`src/hw/rtl/sfs_pkg.sv`:
```
// ----------------------------------------------------------------------------
// sfs_pkg: shared definitions for the sprite frame sequencer
// Field widths, register indexes, animation modes and the divider status.
// ----------------------------------------------------------------------------
`default_nettype none

package sfs_pkg;

  // default parameter values
  localparam int TIME_BITS_DEF  = 32;
  localparam int INDEX_BITS_DEF = 8;

  // fixed field widths
  localparam int MODE_W   = 3;
  localparam int COUNT_W  = 9;
  localparam int PERIOD_W = 24;
  localparam int CFG_W    = 32;
  localparam int CFG_IDX_W = 2;
  localparam int LFSR_W   = 16;

  // register indexes on the configuration port
  localparam logic [CFG_IDX_W-1:0] CFG_ANIM_MODE    = 2'd0;
  localparam logic [CFG_IDX_W-1:0] CFG_FRAME_COUNT  = 2'd1;
  localparam logic [CFG_IDX_W-1:0] CFG_PERIOD_TICKS = 2'd2;
  localparam logic [CFG_IDX_W-1:0] CFG_START_TIME   = 2'd3;

  // animation modes; the two remaining codes are undefined
  typedef enum logic [MODE_W-1:0] {
    MODE_CYCLE_FWD    = 3'd0,
    MODE_CYCLE_BACK   = 3'd1,
    MODE_ONESHOT_FWD  = 3'd2,
    MODE_ONESHOT_BACK = 3'd3,
    MODE_PINGPONG     = 3'd4,
    MODE_RANDOM       = 3'd5
  } anim_mode_t;

  // status of the serial divider
  typedef struct packed {
    logic busy;
    logic done;
  } div_stat_t;

endpackage

`default_nettype wire

```
`src/hw/rtl/sfs_div.sv`:
```
// ----------------------------------------------------------------------------
// sfs_div: bit-serial restoring divider
// Shifts one dividend bit into the partial remainder each cycle and gives
// quotient and remainder after DW steps, flagged by a one-cycle done.
// ----------------------------------------------------------------------------
`default_nettype none

module sfs_div #(
  parameter int DW = 34,
  parameter int VW = 24
) (
  input  wire logic              clk,
  input  wire logic              rst_n,
  input  wire logic              start,
  input  wire logic [DW-1:0]     dividend,
  input  wire logic [VW-1:0]     divisor,
  output sfs_pkg::div_stat_t     stat,
  output logic      [DW-1:0]     quotient,
  output logic      [VW-1:0]     remainder
);
  import sfs_pkg::*;

  localparam int CW = $clog2(DW + 1);

  logic [CW-1:0] cnt_r;
  logic          busy_r;
  logic          done_r;
  logic [DW-1:0] q_r;
  logic [VW-1:0] rem_r;

  logic [VW:0] shifted;
  logic [VW:0] diff;
  logic        ge;

  // trial subtraction of the divisor
  always_comb begin
    shifted = {rem_r, q_r[DW-1]};
    diff    = shifted - {1'b0, divisor};
    ge      = shifted >= {1'b0, divisor};
  end

  // step counter and status
  always_ff @(posedge clk) begin
    if (!rst_n) begin
      busy_r <= 1'b0;
      done_r <= 1'b0;
      cnt_r  <= '0;
    end else begin
      done_r <= 1'b0;
      if (start) begin
        busy_r <= 1'b1;
        cnt_r  <= CW'(DW);
      end else if (busy_r) begin
        cnt_r <= cnt_r - 1'b1;
        if (cnt_r == CW'(1)) begin
          busy_r <= 1'b0;
          done_r <= 1'b1;
        end
      end
    end
  end

  // remainder and quotient shift registers
  always_ff @(posedge clk) begin
    if (start) begin
      q_r   <= dividend;
      rem_r <= '0;
    end else if (busy_r) begin
      rem_r <= ge ? diff[VW-1:0] : shifted[VW-1:0];
      q_r   <= {q_r[DW-2:0], ge};
    end
  end

  assign stat.busy = busy_r;
  assign stat.done = done_r;
  assign quotient  = q_r;
  assign remainder = rem_r;

endmodule

`default_nettype wire

```
`src/hw/rtl/sprite_frame_sequencer.sv`:
```
// ----------------------------------------------------------------------------
// sprite_frame_sequencer: sprite animation frame index generator
// Maps a tick count to a frame number under cycle, oneshot, pingpong and
// random animation modes.
// ----------------------------------------------------------------------------
// Each input word carries the current tick count; one result word follows
// with the frame index, a flag once a full period has elapsed and a flag when
// the time lies before the start tick. Items are handled one at a time, and a
// new word is taken as soon as the previous one has left the datapath, even
// while its result still waits in the output register. The divider works on
// DW bits, where DW is the larger of TIME_BITS and 34: a single bit-serial
// divider is used twice, once for the phase within the period and once for
// the scaled frame number, at one bit per cycle. Random mode and the undefined
// mode codes skip the second pass. Configuration is to be written by the user
// only while the block is idle; the block itself does not enforce this.
`default_nettype none

module sprite_frame_sequencer #(
  parameter int TIME_BITS  = sfs_pkg::TIME_BITS_DEF,
  parameter int INDEX_BITS = sfs_pkg::INDEX_BITS_DEF
) (
  input  wire logic                                clk,
  input  wire logic                                rst_n,
  // input stream
  input  wire logic                                in_tvalid,
  output logic                                     in_tready,
  // now_ticks
  input  wire logic [((TIME_BITS+7)/8)*8-1:0]      in_tdata,
  // result stream
  output logic                                     out_tvalid,
  input  wire logic                                out_tready,
  // frame_index
  output logic      [((INDEX_BITS+7)/8)*8-1:0]     out_tdata,
  // cycle_done, time_before_start
  output logic      [1:0]                          out_tuser,
  // configuration
  input  wire logic                                cfg_we,
  input  wire logic [sfs_pkg::CFG_IDX_W-1:0]       cfg_index,
  input  wire logic [sfs_pkg::CFG_W-1:0]           cfg_wdata
);
  import sfs_pkg::*;

  localparam int OUT_W  = ((INDEX_BITS + 7) / 8) * 8;
  localparam int PROD_W = PERIOD_W + 1 + COUNT_W;
  localparam int DW     = (TIME_BITS > PROD_W) ? TIME_BITS : PROD_W;
  localparam int RND_W  = LFSR_W + COUNT_W;
  localparam int HELD_W = COUNT_W - 1;

  typedef enum logic [5:0] {
    ST_IDLE = 6'b000001,
    ST_MOD  = 6'b000010,
    ST_PREP = 6'b000100,
    ST_MUL  = 6'b001000,
    ST_DIV  = 6'b010000,
    ST_FIN  = 6'b100000
  } state_t;

  // galois lfsr step
  function automatic logic [LFSR_W-1:0] lfsr_step(input logic [LFSR_W-1:0] s);
    logic [LFSR_W-1:0] t;
    t = s >> 1;
    if (s[0]) begin
      t = t ^ LFSR_W'(16'hB400);
    end
    return t;
  endfunction

  // configuration registers
  logic [MODE_W-1:0]    mode_r;
  logic [COUNT_W-1:0]   count_r;
  logic [PERIOD_W-1:0]  period_r;
  logic [TIME_BITS-1:0] start_r;

  // random mode state
  logic [HELD_W-1:0]    held_frame_r;
  logic [TIME_BITS-1:0] held_time_r;
  logic                 held_valid_r;
  logic [LFSR_W-1:0]    lfsr_r;

  // item registers
  state_t               state_r, state_nxt;
  logic [TIME_BITS-1:0] now_r;
  logic                 before_r;
  logic                 done_r;
  logic [PERIOD_W-1:0]  phase_r;
  logic [PERIOD_W:0]    base_r;
  logic                 lo_r;
  logic                 pick_r;
  logic [COUNT_W-1:0]   q_r;

  // output register
  logic                  out_valid_r;
  logic [INDEX_BITS-1:0] out_idx_r;
  logic                  out_done_r;
  logic                  out_before_r;

  // effective frame count and period
  logic [COUNT_W-1:0]  n_eff;
  logic [PERIOD_W-1:0] per_eff;

  always_comb begin
    if (count_r == '0) begin
      n_eff = COUNT_W'(1);
    end else if (count_r > COUNT_W'(256)) begin
      n_eff = COUNT_W'(256);
    end else begin
      n_eff = count_r;
    end
    per_eff = (period_r == '0) ? PERIOD_W'(1) : period_r;
  end

  // configuration writes
  always_ff @(posedge clk) begin
    if (!rst_n) begin
      mode_r   <= MODE_CYCLE_FWD;
      count_r  <= COUNT_W'(1);
      period_r <= PERIOD_W'(1);
      start_r  <= '0;
    end else if (cfg_we) begin
      case (cfg_index)
        CFG_ANIM_MODE:    mode_r   <= cfg_wdata[MODE_W-1:0];
        CFG_FRAME_COUNT:  count_r  <= cfg_wdata[COUNT_W-1:0];
        CFG_PERIOD_TICKS: period_r <= cfg_wdata[PERIOD_W-1:0];
        CFG_START_TIME:   start_r  <= TIME_BITS'(cfg_wdata);
        default: ;
      endcase
    end
  end

  // input acceptance and elapsed time
  logic                 in_acc;
  logic [TIME_BITS-1:0] now_in;
  logic                 before_in;
  logic [TIME_BITS-1:0] elapsed_in;

  assign in_tready = (state_r == ST_IDLE);
  assign in_acc    = in_tvalid && in_tready;

  always_comb begin
    now_in     = in_tdata[TIME_BITS-1:0];
    before_in  = now_in < start_r;
    elapsed_in = before_in ? '0 : (now_in - start_r);
  end

  // shared divider
  div_stat_t           div_stat;
  logic                div_start;
  logic [DW-1:0]       div_dividend;
  logic [DW-1:0]       div_quot;
  logic [PERIOD_W-1:0] div_rem;
  logic [COUNT_W-1:0]  fac;
  logic [PROD_W-1:0]   prod;

  always_comb begin
    fac  = (mode_r == MODE_PINGPONG) ? (n_eff - 1'b1) : n_eff;
    prod = PROD_W'(base_r) * PROD_W'(fac);
  end

  assign div_start    = in_acc || (state_r == ST_MUL);
  assign div_dividend = in_acc ? DW'(elapsed_in) : DW'(prod);

  sfs_div #(
    .DW (DW),
    .VW (PERIOD_W)
  ) u_div (
    .clk       (clk),
    .rst_n     (rst_n),
    .start     (div_start),
    .dividend  (div_dividend),
    .divisor   (per_eff),
    .stat      (div_stat),
    .quotient  (div_quot),
    .remainder (div_rem)
  );

  // pingpong fold and random repick test
  logic [PERIOD_W:0]    twice;
  logic                 lo_nxt;
  logic [TIME_BITS-1:0] since_pick;
  logic                 pick_nxt;

  always_comb begin
    twice      = {phase_r, 1'b0};
    lo_nxt     = twice < {1'b0, per_eff};
    since_pick = now_r - held_time_r;
    pick_nxt   = !held_valid_r || (DW'(since_pick) >= DW'(per_eff));
  end

  // final index selection
  logic                 out_free;
  logic [LFSR_W-1:0]    lfsr_nxt;
  logic [RND_W-1:0]     rnd_prod;
  logic [HELD_W-1:0]    rnd_frame;
  logic [COUNT_W-1:0]   n_last;
  logic [COUNT_W-1:0]   idx;
  logic                 fin_go;

  always_comb begin
    out_free  = !out_valid_r || out_tready;
    fin_go    = (state_r == ST_FIN) && out_free;
    lfsr_nxt  = lfsr_step(lfsr_r);
    rnd_prod  = RND_W'(lfsr_nxt) * RND_W'(n_eff);
    rnd_frame = rnd_prod[LFSR_W +: HELD_W];
    n_last    = n_eff - 1'b1;
    case (mode_r)
      MODE_CYCLE_FWD:    idx = q_r;
      MODE_CYCLE_BACK:   idx = n_last - q_r;
      MODE_ONESHOT_FWD:  idx = done_r ? n_last : q_r;
      MODE_ONESHOT_BACK: idx = done_r ? '0 : (n_last - q_r);
      MODE_PINGPONG: begin
        if (n_eff == COUNT_W'(1)) begin
          idx = '0;
        end else begin
          idx = lo_r ? q_r : (n_last - q_r);
        end
      end
      MODE_RANDOM: begin
        idx = {1'b0, (pick_r ? rnd_frame : held_frame_r)};
      end
      default:           idx = '0;
    endcase
  end

  // sequencer
  always_comb begin
    state_nxt = state_r;
    case (state_r)
      ST_IDLE: begin
        if (in_acc) state_nxt = ST_MOD;
      end
      ST_MOD: begin
        if (div_stat.done) state_nxt = ST_PREP;
      end
      ST_PREP: begin
        if (mode_r == MODE_CYCLE_FWD || mode_r == MODE_CYCLE_BACK ||
            mode_r == MODE_ONESHOT_FWD || mode_r == MODE_ONESHOT_BACK ||
            mode_r == MODE_PINGPONG) begin
          state_nxt = ST_MUL;
        end else begin
          state_nxt = ST_FIN;
        end
      end
      ST_MUL: state_nxt = ST_DIV;
      ST_DIV: begin
        if (div_stat.done) state_nxt = ST_FIN;
      end
      ST_FIN: begin
        if (out_free) state_nxt = ST_IDLE;
      end
      default: state_nxt = ST_IDLE;
    endcase
  end

  always_ff @(posedge clk) begin
    if (!rst_n) begin
      state_r <= ST_IDLE;
    end else begin
      state_r <= state_nxt;
    end
  end

  // item datapath registers
  always_ff @(posedge clk) begin
    if (in_acc) begin
      now_r    <= now_in;
      before_r <= before_in;
      done_r   <= DW'(elapsed_in) >= DW'(per_eff);
    end
    if (state_r == ST_MOD && div_stat.done) begin
      phase_r <= div_rem;
    end
    if (state_r == ST_PREP) begin
      lo_r   <= lo_nxt;
      pick_r <= pick_nxt;
      if (mode_r == MODE_PINGPONG) begin
        base_r <= lo_nxt ? twice : (twice - {1'b0, per_eff});
      end else begin
        base_r <= {1'b0, phase_r};
      end
    end
    if (state_r == ST_DIV && div_stat.done) begin
      q_r <= div_quot[COUNT_W-1:0];
    end
  end

  // random mode state update
  always_ff @(posedge clk) begin
    if (!rst_n) begin
      held_frame_r <= '0;
      held_time_r  <= '0;
      held_valid_r <= 1'b0;
      lfsr_r       <= LFSR_W'(1);
    end else if (fin_go && mode_r == MODE_RANDOM && pick_r) begin
      lfsr_r       <= lfsr_nxt;
      held_frame_r <= rnd_frame;
      held_time_r  <= now_r - TIME_BITS'(phase_r);
      held_valid_r <= 1'b1;
    end
  end

  // output register
  always_ff @(posedge clk) begin
    if (!rst_n) begin
      out_valid_r <= 1'b0;
    end else if (fin_go) begin
      out_valid_r <= 1'b1;
    end else if (out_tready) begin
      out_valid_r <= 1'b0;
    end
  end

  always_ff @(posedge clk) begin
    if (fin_go) begin
      out_idx_r    <= INDEX_BITS'(idx);
      out_done_r   <= done_r;
      out_before_r <= before_r;
    end
  end

  assign out_tvalid = out_valid_r;
  assign out_tdata  = OUT_W'(out_idx_r);
  assign out_tuser  = {out_before_r, out_done_r};

endmodule

`default_nettype wire
```
`config.mk`:
```
export PLATFORM = sky130hd
export DESIGN_NAME = sprite_frame_sequencer
export DESIGN_NICKNAME = d
export VERILOG_FILES = /design/src/hw/rtl/sfs_pkg.sv /design/src/hw/rtl/sfs_div.sv /design/src/hw/rtl/sprite_frame_sequencer.sv
export SDC_FILE = /design/constraint.sdc
export NUM_CORES = 2
export LEC_CHECK = 0
export BUFFER_PORTS_ARGS = -buffer_cell sky130_fd_sc_hd__buf_2
export CORE_MARGIN = 1.5
export CORE_UTILIZATION = 30
export DETAILED_ROUTE_END_ITERATION = 6
export GPL_TIMING_DRIVEN = 0
export PLACE_DENSITY_LB_ADDON = 0.25
export RECOVER_POWER = 50
export SETUP_SLACK_MARGIN = 0.15
export SLEW_MARGIN = 30
export SYNTH_ARGS = -nofsm -noshare
export SYNTH_HDL_FRONTEND = slang
export SYNTH_SLANG_ARGS = --single-unit
```
`constraint.sdc`:
```
create_clock -name clk -period 22.2 [get_ports clk]
set_clock_uncertainty 0.2 [all_clocks]
set_input_delay 4.44 -clock clk [delete_from_list [all_inputs] [get_ports clk]]
set_output_delay 4.44 -clock clk [all_outputs]
set_load 0.01 [all_outputs]
```
Word-level counts from Yosys, hierarchy flattened. Cells that the tools add are included.

Bitwise logic cells: 3. Div/mod/pow operators: 0. $lt $le $gt $ge: 6. Eq/ne operators: 20. Reductions and logical operators: 28. Mux-type cells: 32. Add/sub/neg operators: 8. Multiply operators: 2. Shift-type cells: 0.

Operators with widths (number): $mux W34 (3); $mux W24 (3); $ge A32 B24 Y1 (2); $sub A32 B32 Y32 (2); $pmux W8 S6 (1); $mux W6 (7); $mux W8 (5); $pmux W6 S6 (1); $mul A25 B9 Y34 (1); $lt A32 B32 Y1 (1); $mux W32 (1); $sub A32 B24 Y32 (1); $mux W9 (3); $ge A25 B24 Y1 (1); $lt A25 B24 Y1 (1); $mux W25 (1); $sub A25 B24 Y25 (1); $logic_not A24 Y1 (1); $mul A16 B9 Y24 (1); $sub A24 B24 Y24 (1); $mux W16 (1); $eq A6 B1 Y1 const B (2); $eq A9 B1 Y1 const B (1); $gt A9 B9 Y1 const B (1); 29 further kinds (56).

Memories kept: 0. Output and inout bits: 12. Input port bits: 71. Bits in writable memories: 0. Bits in registers: 301. Memory bits (read-only): 0. Latch bits: 0. Word-level logic and storage cells: 127.

Longest topological paths before layout.
Word-level depth: 8. Gate-level depth with buffers: 30. Gate-level depth less buffers: 30.

Hierarchy. A second synthesis with hierarchy kept.

Cells, all modules: 3852. Area, all modules: 32089.5 sq um.

By module, submodules not included: sprite_frame_sequencer (area each 27605.2 sq um, cells each 3381, times used 1, seq. area each 5735.5 sq um); sfs_div (area each 4484.3 sq um, cells each 471, times used 1, seq. area each 1661.6 sq um).

Least setup slack after synthesis. No wires, ideal clock.

Path kind: in2reg. Start point: in in_tdata[0]. End point: reg done_r, data pin. Data arrival time: 8.422 ns. Required time: 21.727 ns. Slack: 13.305 ns. Path buffers: 1. Stages on the path: 24. Library setup time: 0.273 ns. Path through: inv_1 > ha_1 > inv_1 > fa_1 > a21oi_1 > o211ai_1 > o2111a_1 > o21ai_0 > o21ai_0 > a21oi_1 > o31ai_1 > clkbuf_1 > and2_1 > ha_1 > a21o_1 > a21o_1 > a21oi_1 > o21ai_0 > a21oi_1 > o221ai_1 > a221oi_1 > and4_1 > and4_1 > a32oi_1.

Cells in the longest elaborated chain, start to end: 3. Elaborated cells between the ends (all ways): 4. Those cells by class: add/sub: 1; order compare: 2; mux: 1.

RTL lines: start, declared (RTL line sprite_frame_sequencer.sv:28) `input wire logic [((TIME_BITS+7)/8)*8-1:0] in_tdata,`; $sub A32 B32 Y32 or $lt A32 B32 Y1 (tied branches) (RTL line sprite_frame_sequencer.sv:142, sprite_frame_sequencer.sv:141); $mux W32 (*) (RTL line sprite_frame_sequencer.sv:142) `elapsed_in = before_in ? '0 : (now_in - start_r);`; $ge A32 B24 Y1 (*) (RTL line sprite_frame_sequencer.sv:267) `done_r <= DW'(elapsed_in) >= DW'(per_eff);`; end signal, assigned (RTL line sprite_frame_sequencer.sv:267); end, declared (RTL line sprite_frame_sequencer.sv:84) `logic done_r;`.

Mark *: on every way between the ends. The rest lies on a longest branch, timed or not. A chain may end at the register's enable or synchronous reset.

Worst setup path in the final report. Ends and elaborated chain as after synthesis.

==> impl_metrics.toml <==
[detailed_routing]
wl_um = 109000
drc = 0
drt-met1-wl_um = 50200
wl_met3_um = 7580
highest_layer = "met5"
route.vias.total = 26722
routed-wl-met2_um = 49000
drt_iter0_markers = 2335
post_drt_via_cell_ratio = 5.12
avgRoutedWirePerCell_um = 21.0
firstDrtPassIters = 5
antenna_left = 0

[logic_synthesis]
synth_ff_type = "dfxtp_1"
synth_cell_type_count = 81
ys_warn_count = 0
synth_seq_cells = 301
synthCells = 3680
synth-edff-count = 137
synth_nets = 4302
synthArstFlopShare = 0
avgSynthCellArea_um2 = 8.47
synth_area_um2 = 31200
ys_seq_area_frac = 0.237

[finish]
final_nets = 4430
fin_util = 0.335
drive_above_1_share = 0.0399
layout.cells.most_common = "nand2_1"
syn_to_final_growth_pct = 10.9
final_cells = 5222
n_fill_cell = 10966
most-common-layout-cells = "544 x nand2_1, 510 x inv_1, 286 x ha_1"

[timing]
fmax_mhz = 97.6
setup_violations = 0
rsz0062_at_grt = "no"
tns_ns = 0
finalHoldViolCount = 0
report.final.slew_viol_count = 26
finalCritPeriodShare = 0.461
tightest_slew_ns = 1.61
period_minus_slack_ns = 10.24
max_slew_margin = -0.0713

[clock_tree]
cts_tree = "done"
cts_setup_buffers = 0
post_cts_resized = 0
cts.sinks = 301
cts.htree.levels = 2
ctsHoldBuffers = 0
numCtsBuffers = 38
root_buffer = "clkbuf_16"
clock_path_buffers = 3
clk_latency_ns = 0.58
path_clk_slew_ns = 0.06

[global_route]
grt_pass1_vias = 25551
grt_use_total = 0.204
grt_max_degree = 29
grt_pass1_wl_um = 163000
overflow = 0
antenna_found_initial = 17

[power]
p_int_mw = 1.39
power_switching_uw = 896
pwr-share-clk = 0.269
ir_drop_mv = 0.0489
cellPowerDensity_nw_per_um2 = 66.2
combPwrFrac = 0.413
sw_frac_of_total = 0.391
p_leak_nw = 14.9
power_frac_seq = 0.318

[worst_setup_path]
worstPathRequired_ns = 22.30
crit_path_max_fanout = 10
start_kind = "primary input"
critPathKind = "primary input to register"
endpoint_kind = "register"
arrival_ns = 10.34

[die]
core_area_um2 = 103000
start_util = 0.302
die-area_um2 = 106000
fp.dieH_um = 325
ios = 83
std_cell_rows = 118
die_w_um = 325

[outcome]
failed_checks = "max-capacitance violations, max-slew violations"
status = "finished with violations"

[job]
cap_viol_max_count = 1

[hold_path]
min_path_type = "register to register"

[placed_design]
port_buffers = 82
place_congestion = 0.937
dpl.cell_count = 5148
dp_hpwl_um = 90800
registers in the layout, indices dropped and copies added, names as in the netlist, 6 cells and up:
name / count
count_r: 9
state_r: 6
u_div.quotient: 34
now_r: 32
u_div.remainder: 24
lfsr_r: 16
start_r: 32
q_r: 8
period_r: 24
held_frame_r: 8
out_tdata: 8
base_r: 25
held_time_r: 32
u_div.cnt_r: 6
phase_r: 24
cells by family (layout without fill, tap and decap cells):
group           Yosys count  after routing  synth area share
buf+inv                 650            808            0.0790
mux                      27             27           0.00871
compound gates          767            767             0.160
xor+xnor                167            167            0.0469
flops                   301            301             0.237
fa+ha+maj               551            551             0.285
simple gates           1217           1217             0.183
other cells               0              4                 0
cell usage after synthesis, types with 19 or more instances:
library cell | number | area share
fa_1 | 265 | 0.17
and3_1 | 20 | 0.0040
o21a_1 | 29 | 0.0070
a21oi_1 | 263 | 0.042
nand4_1 | 19 | 0.0038
inv_1 | 509 | 0.061
xor2_1 | 58 | 0.016
nand2_1 | 543 | 0.065
clkbuf_1 | 121 | 0.015
nand3_1 | 75 | 0.012
dfxtp_1 | 164 | 0.11
edfxtp_1 | 137 | 0.13
mux2i_1 | 26 | 0.0084
xnor2_1 | 109 | 0.031
and2_1 | 179 | 0.036
a31oi_1 | 25 | 0.0050
nand2b_1 | 37 | 0.0074
nor2b_1 | 23 | 0.0046
o211ai_1 | 32 | 0.0077
nor3_1 | 43 | 0.0069
a211oi_1 | 39 | 0.0094
a21o_1 | 99 | 0.024
o21ai_0 | 124 | 0.020
nor2_1 | 189 | 0.023
ha_1 | 286 | 0.11
routing by layer:
metal	track usage	vias to the layer above
met5	0	-
met3	0.0256	132
met2	0.322	845
met1	0.294	13129
li1	-	12612
met4	0.0515	4
critical path, cell delays in order:
cell      delay, ns
clkbuf_1       0.20
inv_1          0.07
ha_1           0.21
inv_1          0.07
fa_1           0.20
a21oi_1        0.12
o211ai_1       0.25
o2111a_1       0.31
o21ai_0        0.16
o21ai_0        0.29
a21oi_1        0.19
o31ai_4        0.64
clkbuf_1       0.57
and2_1         0.26
ha_1           0.24
a21o_1         0.15
a21o_1         0.17
a21o_1         0.18
a21oi_1        0.25
o221ai_1       0.24
a221oi_1       0.56
and4_1         0.26
and4_1         0.19
a32oi_1        0.10
power groups by stage:
| stage | Clock [mW] | Sequential [mW] | Combinational (mW) |
|---|---|---|---|
| 3_5_place_dp | 0 | 0.739 | 0.933 |
| 5_1_grt | 0.648 | 0.734 | 1.05 |
| 6_report | 0.616 | 0.728 | 0.945 |
| 4_1_cts | 0.627 | 0.728 | 0.941 |
| 3_3_place_gp | 0 | 0.742 | 0.922 |
| 2_1_floorplan | 0 | 0.710 | 0.679 |
final timing paths:
path | startpoint | to | slack, ns | depth (start not counted)
setup / recovery | in_tdata[0] | done_r | 11.96 | 24
hold reg to reg | lfsr_r[9] | lfsr_r[9] | 0.25 | 2
setup reg to reg | count_r[4] | u_div.quotient[23] | 12.20 | 29
hold / removal | lfsr_r[9] | lfsr_r[9] | 0.25 | 2
layout make-up:
| class | instances | area [um^2] | area share |
|---|---|---|---|
| Antenna cell | 4 | 10.0 | 0.000290 |
| Buffer | 140 | 546 | 0.0158 |
| Clock buffer | 49 | 1020 | 0.0296 |
| Clock inverter | 21 | 198 | 0.00572 |
| Inverter | 510 | 1910 | 0.0554 |
| Multi-Input combinational cell | 2729 | 21300 | 0.617 |
| Sequential cell | 301 | 7400 | 0.214 |
| Tap cell | 1380 | 1730 | 0.0500 |
| Timing Repair Buffer | 88 | 435 | 0.0126 |
stage by stage:
stage / hold WS, ns / area (um^2) / worst slack, ns / total power [mW]
finish: 0.254 / 34600 / 11.96 / 2.29
floorplan: 0.200 / 31200 / 13.30 / 1.39
detailed placement: 0.246 / 33500 / 11.72 / 1.67
global placement: 0.240 / 33300 / 10.94 / 1.66
CTS: 0.255 / 34700 / 12.28 / 2.30
global route: 0.269 / 34600 / 11.70 / 2.43
Note: power is estimated with default switching activity, not from simulation.
